<file path="config.mk">
export PLATFORM = sky130hd
export DESIGN_NAME = ring_encoder_positioner_unit_flat
export DESIGN_NICKNAME = d
export VERILOG_FILES = /design/src/hw/rtl/rep_pkg.sv /design/src/hw/rtl/rep_if.sv /design/src/hw/rtl/rep_core.sv /design/src/hw/rtl/ring_encoder_positioner_unit.sv /design/src/flat_wrapper.sv
export SDC_FILE = /design/constraint.sdc
export NUM_CORES = 1
export LEC_CHECK = 0
export BUFFER_PORTS_ARGS = -buffer_cell sky130_fd_sc_hd__buf_2
export CAP_MARGIN = 10
export CORE_AREA = 2 2 104 127
export CTS_CLUSTER_DIAMETER = 60
export DETAILED_ROUTE_END_ITERATION = 16
export DIE_AREA = 0 0 106 129
export HOLD_SLACK_MARGIN = 0.06
export PLACE_DENSITY = 0.68
export RECOVER_POWER = 100
export SYNTH_ARGS = -nofsm -noshare
export SYNTH_HDL_FRONTEND = slang
export SYNTH_HIERARCHICAL = 1
export SYNTH_SLANG_ARGS = --single-unit
export TNS_END_PERCENT = 100
</file>
<file path="constraint.sdc">
create_clock -name clock -period 20.4 [get_ports clock]
set_input_delay 3.06 -clock clock [delete_from_list [all_inputs] [get_ports clock]]
set_output_delay 3.06 -clock clock [all_outputs]
set_load 0.01 [all_outputs]
</file>
<file path="src/hw/rtl/rep_pkg.sv">
// Package for the ring encoder positioner: ring constants, codes and payload types.
// No dependencies; used by the interfaces and every module of the block.
`default_nettype none
package rep_pkg;

   localparam int RING_STEPS = 96;
   localparam int POS_W      = 7;
   localparam int SPEED_W    = 8;
   localparam int CSR_IDX_W  = 2;
   localparam int CSR_DATA_W = 8;
   localparam int DIST_W     = 8;

   localparam logic [POS_W-1:0] LAST_POS = POS_W'(RING_STEPS - 1);

   typedef enum logic [1:0] {
      EDGE_NONE = 2'd0,
      EDGE_CLK  = 2'd1,
      EDGE_DT   = 2'd2,
      EDGE_RSVD = 2'd3
   } edge_kind_type;

   localparam logic [1:0] PINS_BOTH = 2'b11;
   localparam logic [1:0] PINS_CLK  = 2'b10;
   localparam logic [1:0] PINS_DT   = 2'b01;

   localparam logic [CSR_IDX_W-1:0] CSR_SLOW_SPEED  = 2'd0;
   localparam logic [CSR_IDX_W-1:0] CSR_SLOW_WINDOW = 2'd1;
   localparam logic [CSR_IDX_W-1:0] CSR_HOME_SPEED  = 2'd2;

   localparam logic [SPEED_W-1:0] SLOW_SPEED_RST  = 8'd2;
   localparam logic [POS_W-1:0]   SLOW_WINDOW_RST = 7'd2;
   localparam logic [SPEED_W-1:0] HOME_SPEED_RST  = 8'd10;

   localparam logic DIR_CW  = 1'b0;
   localparam logic DIR_CCW = 1'b1;

   typedef struct packed {
      logic [1:0]         edge_kind;
      logic               clk_level;
      logic               dt_level;
      logic               limit_pressed;
      logic               start_move;
      logic [POS_W-1:0]   target;
      logic [SPEED_W-1:0] move_speed;
      logic               start_home;
   } req_type;

   typedef struct packed {
      logic [POS_W-1:0]   position;
      logic               is_homed;
      logic               motor_on;
      logic               motor_dir;
      logic [SPEED_W-1:0] motor_speed;
      logic               move_done;
   } rsp_type;

   typedef struct packed {
      logic [SPEED_W-1:0] slow_speed;
      logic [POS_W-1:0]   slow_window;
      logic [SPEED_W-1:0] home_speed;
   } cfg_type;

endpackage
`default_nettype wire

</file>
<file path="src/hw/rtl/rep_if.sv">
// Handshake channel interfaces of the ring encoder positioner: request, response, CSR write.
// Depends on rep_pkg for field widths.
`default_nettype none
interface rep_req_if import rep_pkg::*; ();
   logic               valid;
   logic               ready;
   logic [1:0]         edge_kind;
   logic               clk_level;
   logic               dt_level;
   logic               limit_pressed;
   logic               start_move;
   logic [POS_W-1:0]   target;
   logic [SPEED_W-1:0] move_speed;
   logic               start_home;

   modport source (output valid, edge_kind, clk_level, dt_level, limit_pressed,
                   start_move, target, move_speed, start_home, input ready);
   modport sink   (input valid, edge_kind, clk_level, dt_level, limit_pressed,
                   start_move, target, move_speed, start_home, output ready);
endinterface

interface rep_rsp_if import rep_pkg::*; ();
   logic               valid;
   logic               ready;
   logic [POS_W-1:0]   position;
   logic               is_homed;
   logic               motor_on;
   logic               motor_dir;
   logic [SPEED_W-1:0] motor_speed;
   logic               move_done;

   modport source (output valid, position, is_homed, motor_on, motor_dir, motor_speed,
                   move_done, input ready);
   modport sink   (input valid, position, is_homed, motor_on, motor_dir, motor_speed,
                   move_done, output ready);
endinterface

interface rep_csr_if import rep_pkg::*; ();
   logic                  valid;
   logic                  ready;
   logic [CSR_IDX_W-1:0]  index;
   logic [CSR_DATA_W-1:0] data;

   modport source (output valid, index, data, input ready);
   modport sink   (input valid, index, data, output ready);
endinterface
`default_nettype wire

</file>
<file path="src/hw/rtl/rep_core.sv">
// Positioner state and single-pass update: encoder decode, limit switch, commands, motion.
// Depends on rep_pkg; instantiated by ring_encoder_positioner_unit.
`default_nettype none
module rep_core import rep_pkg::*; (
   input  wire logic    clock,
   input  wire logic    reset,
   input  wire logic    step,
   input  wire req_type item,
   input  wire cfg_type cfg,
   output rsp_type      result
);

   logic [POS_W-1:0]   ring_pos_ff, ring_pos_in;
   logic               clk_armed_ff, clk_armed_in;
   logic               dt_armed_ff, dt_armed_in;
   logic               homed_ff, homed_in;
   logic               moving_ff, moving_in;
   logic               homing_ff, homing_in;
   logic [POS_W-1:0]   goal_ff, goal_in;
   logic [SPEED_W-1:0] speed_ff, speed_in;
   logic               dir_ff, dir_in;

   logic [1:0]         pins;
   logic [POS_W-1:0]   pos_enc;
   logic               take_move;
   logic [DIST_W-1:0]  dist_up, dist_down;
   logic [POS_W-1:0]   diff;
   logic               done;

   always_comb begin
      pins         = {item.clk_level, item.dt_level};
      pos_enc      = ring_pos_ff;
      clk_armed_in = clk_armed_ff;
      dt_armed_in  = dt_armed_ff;
      case (edge_kind_type'(item.edge_kind))
         EDGE_CLK: begin
            if (pins == PINS_BOTH && clk_armed_ff) begin
               pos_enc      = (ring_pos_ff == '0) ? LAST_POS : ring_pos_ff - 1'b1;
               clk_armed_in = 1'b0;
               dt_armed_in  = 1'b0;
            end else if (pins == PINS_CLK) begin
               dt_armed_in = 1'b1;
            end
         end
         EDGE_DT: begin
            if (pins == PINS_BOTH && dt_armed_ff) begin
               pos_enc      = (ring_pos_ff >= LAST_POS) ? '0 : ring_pos_ff + 1'b1;
               clk_armed_in = 1'b0;
               dt_armed_in  = 1'b0;
            end else if (pins == PINS_DT) begin
               clk_armed_in = 1'b1;
            end
         end
         default: ;
      endcase

      ring_pos_in = pos_enc;
      homed_in    = homed_ff;
      homing_in   = homing_ff;
      done        = 1'b0;
      if (item.limit_pressed) begin
         ring_pos_in = '0;
         homed_in    = 1'b1;
         if (homing_ff) begin
            homing_in = 1'b0;
            done      = 1'b1;
         end
      end

      // shortest way on the ring; tie goes counterclockwise
      dist_up   = (item.target >= ring_pos_in)
                ? DIST_W'(item.target) - DIST_W'(ring_pos_in)
                : DIST_W'(item.target) + DIST_W'(RING_STEPS) - DIST_W'(ring_pos_in);
      dist_down = DIST_W'(RING_STEPS) - dist_up;
      take_move = item.start_move && (item.target <= LAST_POS)
                && (item.target != ring_pos_in);

      moving_in = moving_ff;
      goal_in   = goal_ff;
      speed_in  = speed_ff;
      dir_in    = dir_ff;
      if (take_move) begin
         dir_in    = (dist_up <= dist_down) ? DIR_CCW : DIR_CW;
         goal_in   = item.target;
         speed_in  = item.move_speed;
         moving_in = 1'b1;
         homing_in = 1'b0;
      end else if (item.start_home && !homed_in && !moving_ff && !homing_in) begin
         homing_in = 1'b1;
         dir_in    = DIR_CW;
         speed_in  = cfg.home_speed;
      end

      diff = (ring_pos_in > goal_in) ? ring_pos_in - goal_in : goal_in - ring_pos_in;
      result.motor_on    = 1'b0;
      result.motor_dir   = DIR_CW;
      result.motor_speed = '0;
      if (moving_in) begin
         if (ring_pos_in == goal_in) begin
            moving_in = 1'b0;
            done      = 1'b1;
         end else begin
            if (diff < cfg.slow_window && speed_in != '0) begin
               speed_in = cfg.slow_speed;
            end
            result.motor_on    = 1'b1;
            result.motor_dir   = dir_in;
            result.motor_speed = speed_in;
         end
      end else if (homing_in) begin
         result.motor_on    = 1'b1;
         result.motor_dir   = DIR_CW;
         result.motor_speed = speed_in;
      end
      result.position  = ring_pos_in;
      result.is_homed  = homed_in;
      result.move_done = done;
   end

   always_ff @(posedge clock) begin
      if (reset) begin
         ring_pos_ff  <= '0;
         clk_armed_ff <= 1'b0;
         dt_armed_ff  <= 1'b0;
         homed_ff     <= 1'b0;
         moving_ff    <= 1'b0;
         homing_ff    <= 1'b0;
         goal_ff      <= '0;
         speed_ff     <= '0;
         dir_ff       <= 1'b0;
      end else if (step) begin
         ring_pos_ff  <= ring_pos_in;
         clk_armed_ff <= clk_armed_in;
         dt_armed_ff  <= dt_armed_in;
         homed_ff     <= homed_in;
         moving_ff    <= moving_in;
         homing_ff    <= homing_in;
         goal_ff      <= goal_in;
         speed_ff     <= speed_in;
         dir_ff       <= dir_in;
      end
   end

endmodule
`default_nettype wire

</file>
<file path="src/hw/rtl/ring_encoder_positioner_unit.sv">
// Top level of the ring encoder positioner: request register, core update, response register, CSRs.
// Depends on rep_pkg, rep_if (channel interfaces) and rep_core.
//
// Usage:
//  - req: one request per encoder pin edge or control tick (edge, pin levels, limit
//    switch, move and home commands). Taken when req.valid and req.ready are high.
//  - rsp: exactly one response per request, in order: position, homed flag, motor
//    drive and a done pulse.
//  - csr: writes slow_speed (0), slow_window (1), home_speed (2); index 3 is ignored.
//    Always ready; write only while no request is in flight.
// Path: a request is registered in the request register, then the state update and
// response are computed combinationally from it into the response register, which
// drives rsp.valid.
// Throughput: one request per cycle while the response is taken; the state update is combinational.
// Stall: when rsp.ready is low the response holds; one more request may wait in
// the request register, then req.ready drops until the response is taken.
// Reset (synchronous, active high): ring position 0, not homed, motor off, both
// pipeline registers empty, CSRs to slow_speed 2, slow_window 2, home_speed 10.
`default_nettype none
module ring_encoder_positioner_unit import rep_pkg::*; (
   input  wire logic clock,
   input  wire logic reset,
   rep_req_if.sink   req,
   rep_rsp_if.source rsp,
   rep_csr_if.sink   csr
);

   req_type item_ff, item_in;
   logic    item_valid_ff;
   rsp_type rsp_ff, rsp_in;
   logic    rsp_valid_ff;
   cfg_type cfg_ff;
   logic    step;

   assign step      = item_valid_ff && (!rsp_valid_ff || rsp.ready);
   assign req.ready = !item_valid_ff || step;
   assign csr.ready = 1'b1;

   assign item_in = '{edge_kind:     req.edge_kind,
                      clk_level:     req.clk_level,
                      dt_level:      req.dt_level,
                      limit_pressed: req.limit_pressed,
                      start_move:    req.start_move,
                      target:        req.target,
                      move_speed:    req.move_speed,
                      start_home:    req.start_home};

   rep_core u_core (
      .clock  (clock),
      .reset  (reset),
      .step   (step),
      .item   (item_ff),
      .cfg    (cfg_ff),
      .result (rsp_in)
   );

   always_ff @(posedge clock) begin
      if (reset) begin
         item_valid_ff <= 1'b0;
         rsp_valid_ff  <= 1'b0;
      end else begin
         if (req.valid && req.ready) begin
            item_valid_ff <= 1'b1;
         end else if (step) begin
            item_valid_ff <= 1'b0;
         end
         if (step) begin
            rsp_valid_ff <= 1'b1;
         end else if (rsp.ready) begin
            rsp_valid_ff <= 1'b0;
         end
      end
   end

   always_ff @(posedge clock) begin
      if (req.valid && req.ready) begin
         item_ff <= item_in;
      end
      if (step) begin
         rsp_ff <= rsp_in;
      end
   end

   always_ff @(posedge clock) begin
      if (reset) begin
         cfg_ff.slow_speed  <= SLOW_SPEED_RST;
         cfg_ff.slow_window <= SLOW_WINDOW_RST;
         cfg_ff.home_speed  <= HOME_SPEED_RST;
      end else if (csr.valid && csr.ready) begin
         unique case (csr.index)
            CSR_SLOW_SPEED:  cfg_ff.slow_speed  <= csr.data;
            CSR_SLOW_WINDOW: cfg_ff.slow_window <= csr.data[POS_W-1:0];
            CSR_HOME_SPEED:  cfg_ff.home_speed  <= csr.data;
            default: ;
         endcase
      end
   end

   assign rsp.valid       = rsp_valid_ff;
   assign rsp.position    = rsp_ff.position;
   assign rsp.is_homed    = rsp_ff.is_homed;
   assign rsp.motor_on    = rsp_ff.motor_on;
   assign rsp.motor_dir   = rsp_ff.motor_dir;
   assign rsp.motor_speed = rsp_ff.motor_speed;
   assign rsp.move_done   = rsp_ff.move_done;

endmodule
`default_nettype wire

</file>
<file path="src/flat_wrapper.sv">
// flat-port wrapper written by rule: the top's interface ports become plain ports
module ring_encoder_positioner_unit_flat import rep_pkg::*;
  (clock, reset, req_valid, req_edge_kind, req_clk_level, req_dt_level, req_limit_pressed, req_start_move, req_target, req_move_speed, req_start_home, req_ready, rsp_valid, rsp_position, rsp_is_homed, rsp_motor_on, rsp_motor_dir, rsp_motor_speed, rsp_move_done, rsp_ready, csr_valid, csr_index, csr_data, csr_ready);
  rep_req_if req_i ();
  rep_rsp_if rsp_i ();
  rep_csr_if csr_i ();
  input  wire logic clock;
  input  wire logic reset;
  input wire logic [$bits(req_i.valid)-1:0] req_valid;
  input wire logic [$bits(req_i.edge_kind)-1:0] req_edge_kind;
  input wire logic [$bits(req_i.clk_level)-1:0] req_clk_level;
  input wire logic [$bits(req_i.dt_level)-1:0] req_dt_level;
  input wire logic [$bits(req_i.limit_pressed)-1:0] req_limit_pressed;
  input wire logic [$bits(req_i.start_move)-1:0] req_start_move;
  input wire logic [$bits(req_i.target)-1:0] req_target;
  input wire logic [$bits(req_i.move_speed)-1:0] req_move_speed;
  input wire logic [$bits(req_i.start_home)-1:0] req_start_home;
  output wire logic [$bits(req_i.ready)-1:0] req_ready;
  output wire logic [$bits(rsp_i.valid)-1:0] rsp_valid;
  output wire logic [$bits(rsp_i.position)-1:0] rsp_position;
  output wire logic [$bits(rsp_i.is_homed)-1:0] rsp_is_homed;
  output wire logic [$bits(rsp_i.motor_on)-1:0] rsp_motor_on;
  output wire logic [$bits(rsp_i.motor_dir)-1:0] rsp_motor_dir;
  output wire logic [$bits(rsp_i.motor_speed)-1:0] rsp_motor_speed;
  output wire logic [$bits(rsp_i.move_done)-1:0] rsp_move_done;
  input wire logic [$bits(rsp_i.ready)-1:0] rsp_ready;
  input wire logic [$bits(csr_i.valid)-1:0] csr_valid;
  input wire logic [$bits(csr_i.index)-1:0] csr_index;
  input wire logic [$bits(csr_i.data)-1:0] csr_data;
  output wire logic [$bits(csr_i.ready)-1:0] csr_ready;
  assign req_i.valid = req_valid;
  assign req_i.edge_kind = req_edge_kind;
  assign req_i.clk_level = req_clk_level;
  assign req_i.dt_level = req_dt_level;
  assign req_i.limit_pressed = req_limit_pressed;
  assign req_i.start_move = req_start_move;
  assign req_i.target = req_target;
  assign req_i.move_speed = req_move_speed;
  assign req_i.start_home = req_start_home;
  assign req_ready = req_i.ready;
  assign rsp_valid = rsp_i.valid;
  assign rsp_position = rsp_i.position;
  assign rsp_is_homed = rsp_i.is_homed;
  assign rsp_motor_on = rsp_i.motor_on;
  assign rsp_motor_dir = rsp_i.motor_dir;
  assign rsp_motor_speed = rsp_i.motor_speed;
  assign rsp_move_done = rsp_i.move_done;
  assign rsp_i.ready = rsp_ready;
  assign csr_i.valid = csr_valid;
  assign csr_i.index = csr_index;
  assign csr_i.data = csr_data;
  assign csr_ready = csr_i.ready;
  ring_encoder_positioner_unit u_core (.clock(clock), .reset(reset), .req(req_i), .rsp(rsp_i), .csr(csr_i));
endmodule
</file>
==> results.py <==
metrics = {
    "synthesis": {
        "async_flop_share_pct": 0,
        "syn_nets": 742,
        "syn_inst": 656,
        "syn_area_mm2": 0.006101,
        "yosysSeqAreaShare_pct": 37.57,
        "avgSynthCellArea_um2": 9.300,
        "ys_seq_elements": 94,
        "ys.flop_type": "dfxtp_1",
        "synth_edf_count": 41,
        "synth_cell_types": 74,
        "ys.warnings.count": 6,
    },
    "sta": {
        "fin_crit_sh_pct": 47.27,
        "tightest_slew_ps": 3070,
        "setup_violations": 0,
        "max_slew_margin_pct": -104.7,
        "slew_violations": 146,
        "hold_viol": 0,
        "skew_ps": 8.108,
        "rsz0062_at_grt": "no",
        "setup_tns_ps": 0,
        "period_needed_ps": 9643,
        "max_freq_mhz": 103.7,
    },
    "clock_network": {
        "hold_buffers": 0,
        "cts_buffers": 9,
        "cts_root_buffer": "clkbuf_16",
        "ctsResizeCount": 0,
        "h-tree-depth": 3,
        "cts_tree": "built",
        "cts.sinks": 94,
        "clock_path_buffers": 2,
        "postCtsSetupBuffers": 0,
        "clkSlewWorstSetupHoldPaths_ps": 70,
        "worstSkewPairLatency_ps": 350,
    },
    "worst_setup_path": {
        "rr_worst_depth": 30,
        "rrSetupSlack_ps": 10760,
        "worstPathMaxFanout": 19,
        "r2r-start": "u_core/u_core/ring_pos_ff[3]",
        "crit_path_end_kind": "flip-flop",
        "r2r_end": "u_core/u_core/speed_ff[7]",
        "required_ps": 20610,
        "max_stage_delay_ps": 780,
        "slowest_stage": "clkbuf_1",
        "cp-start-kind": "flip-flop",
        "arrival_ps": 9860,
        "worstSetupPathType": "reg -> reg",
    },
    "global_route": {
        "grt_usage_pct": 22.30,
        "first_global_vias": 4975,
        "antenna_found_initial": 0,
        "grt_start_max_net_pins": 63,
        "grt_overflow": 0,
        "grt_pass1_wl_mm": 24.01,
    },
    "run_status": {
        "status": "finished, violations left",
        "violations": "capacitance limit, slew limit",
    },
    "layout": {
        "utilization_pct": 53.58,
        "fin_area_mm2": 0.006668,
        "nets": 782,
        "syn_to_final_growth_pct": 9.290,
        "stdcell_count": 865,
        "num_antenna_cells": 0,
        "drive_above_1_share_pct": 9.558,
    },
    "flow_run": {
        "cap_violations": 3,
    },
    "power_and_ir_drop": {
        "irDropWorstVdd_uv": 47.03,
        "power.leakage_nw": 2.719,
        "p_int_uw": 352.6,
        "p_seq_share_pct": 41.3,
        "power-per-cell-area_mw_per_mm2": 78.09,
        "p_sw_share_pct": 32.28,
        "finalPower_uw": 520.7,
        "p_sw_uw": 168.1,
        "combPwrFrac_pct": 28.1,
        "p_clk_share_pct": 30.5,
    },
    "routing": {
        "avgRoutedWirePerCell_um": 16.99,
        "drc": 0,
        "dr.pass1.iters": 6,
        "dr_total_vias": 4937,
        "antenna_left": 0,
        "drt_iter0_drc": 326,
        "viasPerCell": 5.708,
        "drt-total-wl_mm": 14.69,
    },
    "die": {
        "io_pins": 59,
        "rows": 45,
        "core_area_mm2": 0.01244,
        "die_area_mm2": 0.01367,
        "die_h_um": 129,
        "initial_core_util_pct": 49.03,
        "die_x_um": 106,
    },
    "min_path": {
        "min_path_cells": 2,
        "min_to": "u_core/rsp.valid",
        "min_path_type": "reg -> reg",
        "hp-start": "u_core/item_valid_ff",
    },
    "placed_design": {
        "placed_cell_area_mm2": 0.006457,
        "place.gp.congestion": 0.8980,
        "dp_hpwl_mm": 10.77,
        "dp_cells": 848,
        "numPortBuffers": 57,
    },
}
==> cells in the mapped netlist (all sizes together), types with 3 or more instances <==
library cell	n	area, um^2
a31o	3	26.28
a31oi	4	25.02
dfxtp	53	1061
nand3b	3	22.52
inv	61	229.0
fa	8	160.2
nor2b	5	31.28
a221o	4	41.29
nor4	4	25.02
or3	3	23.77
nor3	9	45.04
edfxtp	41	1231
mux2i	54	540.5
nand2	32	120.1
a311oi	8	70.07
and3	3	18.77
o22ai	13	81.33
buf	15	107.6
a21oi	37	185.2
nand2b	35	219.0
ha	41	513.0
nor3b	4	35.03
o21a	5	37.54
a21o	5	37.54
o21bai	4	30.03
and2	3	21.27
nor2	69	282.8
a211oi	14	110.1
clkbuf	19	71.32
o311a	3	30.03
xnor2	9	78.83
o21ai	27	135.1
or2	6	37.54
nand4	5	31.28
xor2	4	35.03
nand3	9	50.05
==> cells in the final DEF, fill, tap and decap left out, types with 4 or more instances in the layout <==
cell	count
nor2_1	68
inv_1	61
mux2i_1	54
dfxtp_1	53
edfxtp_1	41
ha_1	41
a21oi_1	37
nand2b_1	35
buf_2	34
nand2_1	32
clkbuf_1	29
o21ai_0	27
a211oi_1	14
o22ai_1	13
clkbuf_16	9
nor3_1	9
xnor2_1	9
nand3_1	8
a311oi_1	8
fa_1	8
or2_2	6
nand4_1	5
nor2b_1	5
o21a_1	5
a21o_1	5
a31oi_1	4
o21bai_1	4
a221o_1	4
xor2_1	4
nor4_1	4
==> routing by layer <==
layer  up-vias  wire length [um]  track usage (%)
met1      2363              6101            26.36
met4         0               354            9.288
met2       138              7758            40.80
li1       2405                 -                -
met3        31               479            2.837
met5         -                 0                0
==> worst max path at each step <==
stage                            startpoint                         to  slack [ps]  cells after the start
2_1_floorplan  u_core/u_core/ring_pos_ff[3]  u_core/rsp.motor_speed[0]       12890                     34
3_3_place_gp   u_core/u_core/ring_pos_ff[3]  u_core/u_core/speed_ff[5]       12150                     28
3_5_place_dp   u_core/u_core/ring_pos_ff[3]  u_core/u_core/speed_ff[7]       11740                     28
4_1_cts        u_core/u_core/ring_pos_ff[3]  u_core/u_core/speed_ff[1]       11720                     28
5_1_grt        u_core/u_core/ring_pos_ff[3]  u_core/u_core/speed_ff[0]        9990                     30
6_report       u_core/u_core/ring_pos_ff[3]  u_core/u_core/speed_ff[7]       10760                     30
==> power groups by stage <==
stage	Sequential, mW	Combinational [mW]	Clock (mW)
6_report	0.215	0.146	0.159
5_1_grt	0.216	0.163	0.170
4_1_cts	0.215	0.147	0.162
3_5_place_dp	0.219	0.147	0
3_3_place_gp	0.219	0.142	0
2_1_floorplan	0.218	0.115	0
==> stage by stage <==
stage / hold WS (ps) / setup WS [ps]
global route: 495.4 / 9988
detailed placement: 456.0 / 11740
floorplan: 434.2 / 12890
CTS: 466.7 / 11720
global placement: 440.0 / 12150
finish: 465.0 / 10760
==> flip-flops by register name, indices dropped and copies added (netlist names) <==
signal / count
u_core/u_core/clk_armed_ff: 1
u_core/u_core/goal_ff: 7
u_core/item_ff: 22
u_core/u_core/homing_ff: 1
u_core/rsp.motor_dir: 1
u_core/rsp.is_homed: 1
u_core/cfg_ff: 23
u_core/u_core/moving_ff: 1
u_core/rsp.motor_on: 1
u_core/item_valid_ff: 1
u_core/u_core/speed_ff: 8
u_core/u_core/dir_ff: 1
u_core/rsp.motor_speed: 8
u_core/u_core/homed_ff: 1
u_core/rsp.move_done: 1
u_core/rsp.valid: 1
u_core/u_core/ring_pos_ff: 7
u_core/rsp.position: 7
u_core/u_core/dt_armed_ff: 1
==> cell families (layout without fill, tap and decap cells) <==
| family | count (synthesis) | count (layout) | share of synthesized area (%) |
|---|---|---|---|
| muxes | 56 | 56 | 9.229 |
| buffers and inverters | 96 | 141 | 6.747 |
| DFF | 94 | 94 | 37.57 |
| other | 1 | 1 | 0.06147 |
| xor gates and xnor gates | 13 | 13 | 1.866 |
| and+or+nand+nor | 195 | 195 | 16.55 |
| adders and majority gates | 49 | 49 | 11.03 |
| AOI/OAI and AO/OA | 152 | 152 | 16.94 |
==> final cells by class <==
class                      count  area (um^2)
fill                        1144         5776
timing repair buffer          63        279.0
sequential                    94         2292
clock inverter                 7        48.80
clock buffer                   9        225.2
tap                          164        205.2
multi-input combinational    466         3385
inverter                      62        232.7
==> worst max-delay path, delay by kind of cell (launching register included) <==
family / cells / cell delay [ps]
buf+inv: 5 / 1520
fa+ha+maj: 3 / 1170
flops: 1 / 400
mux: 2 / 760
compound gates: 11 / 2870
simple gates: 8 / 2640
xor+xnor: 1 / 140
(Power assumes the default switching activity.)
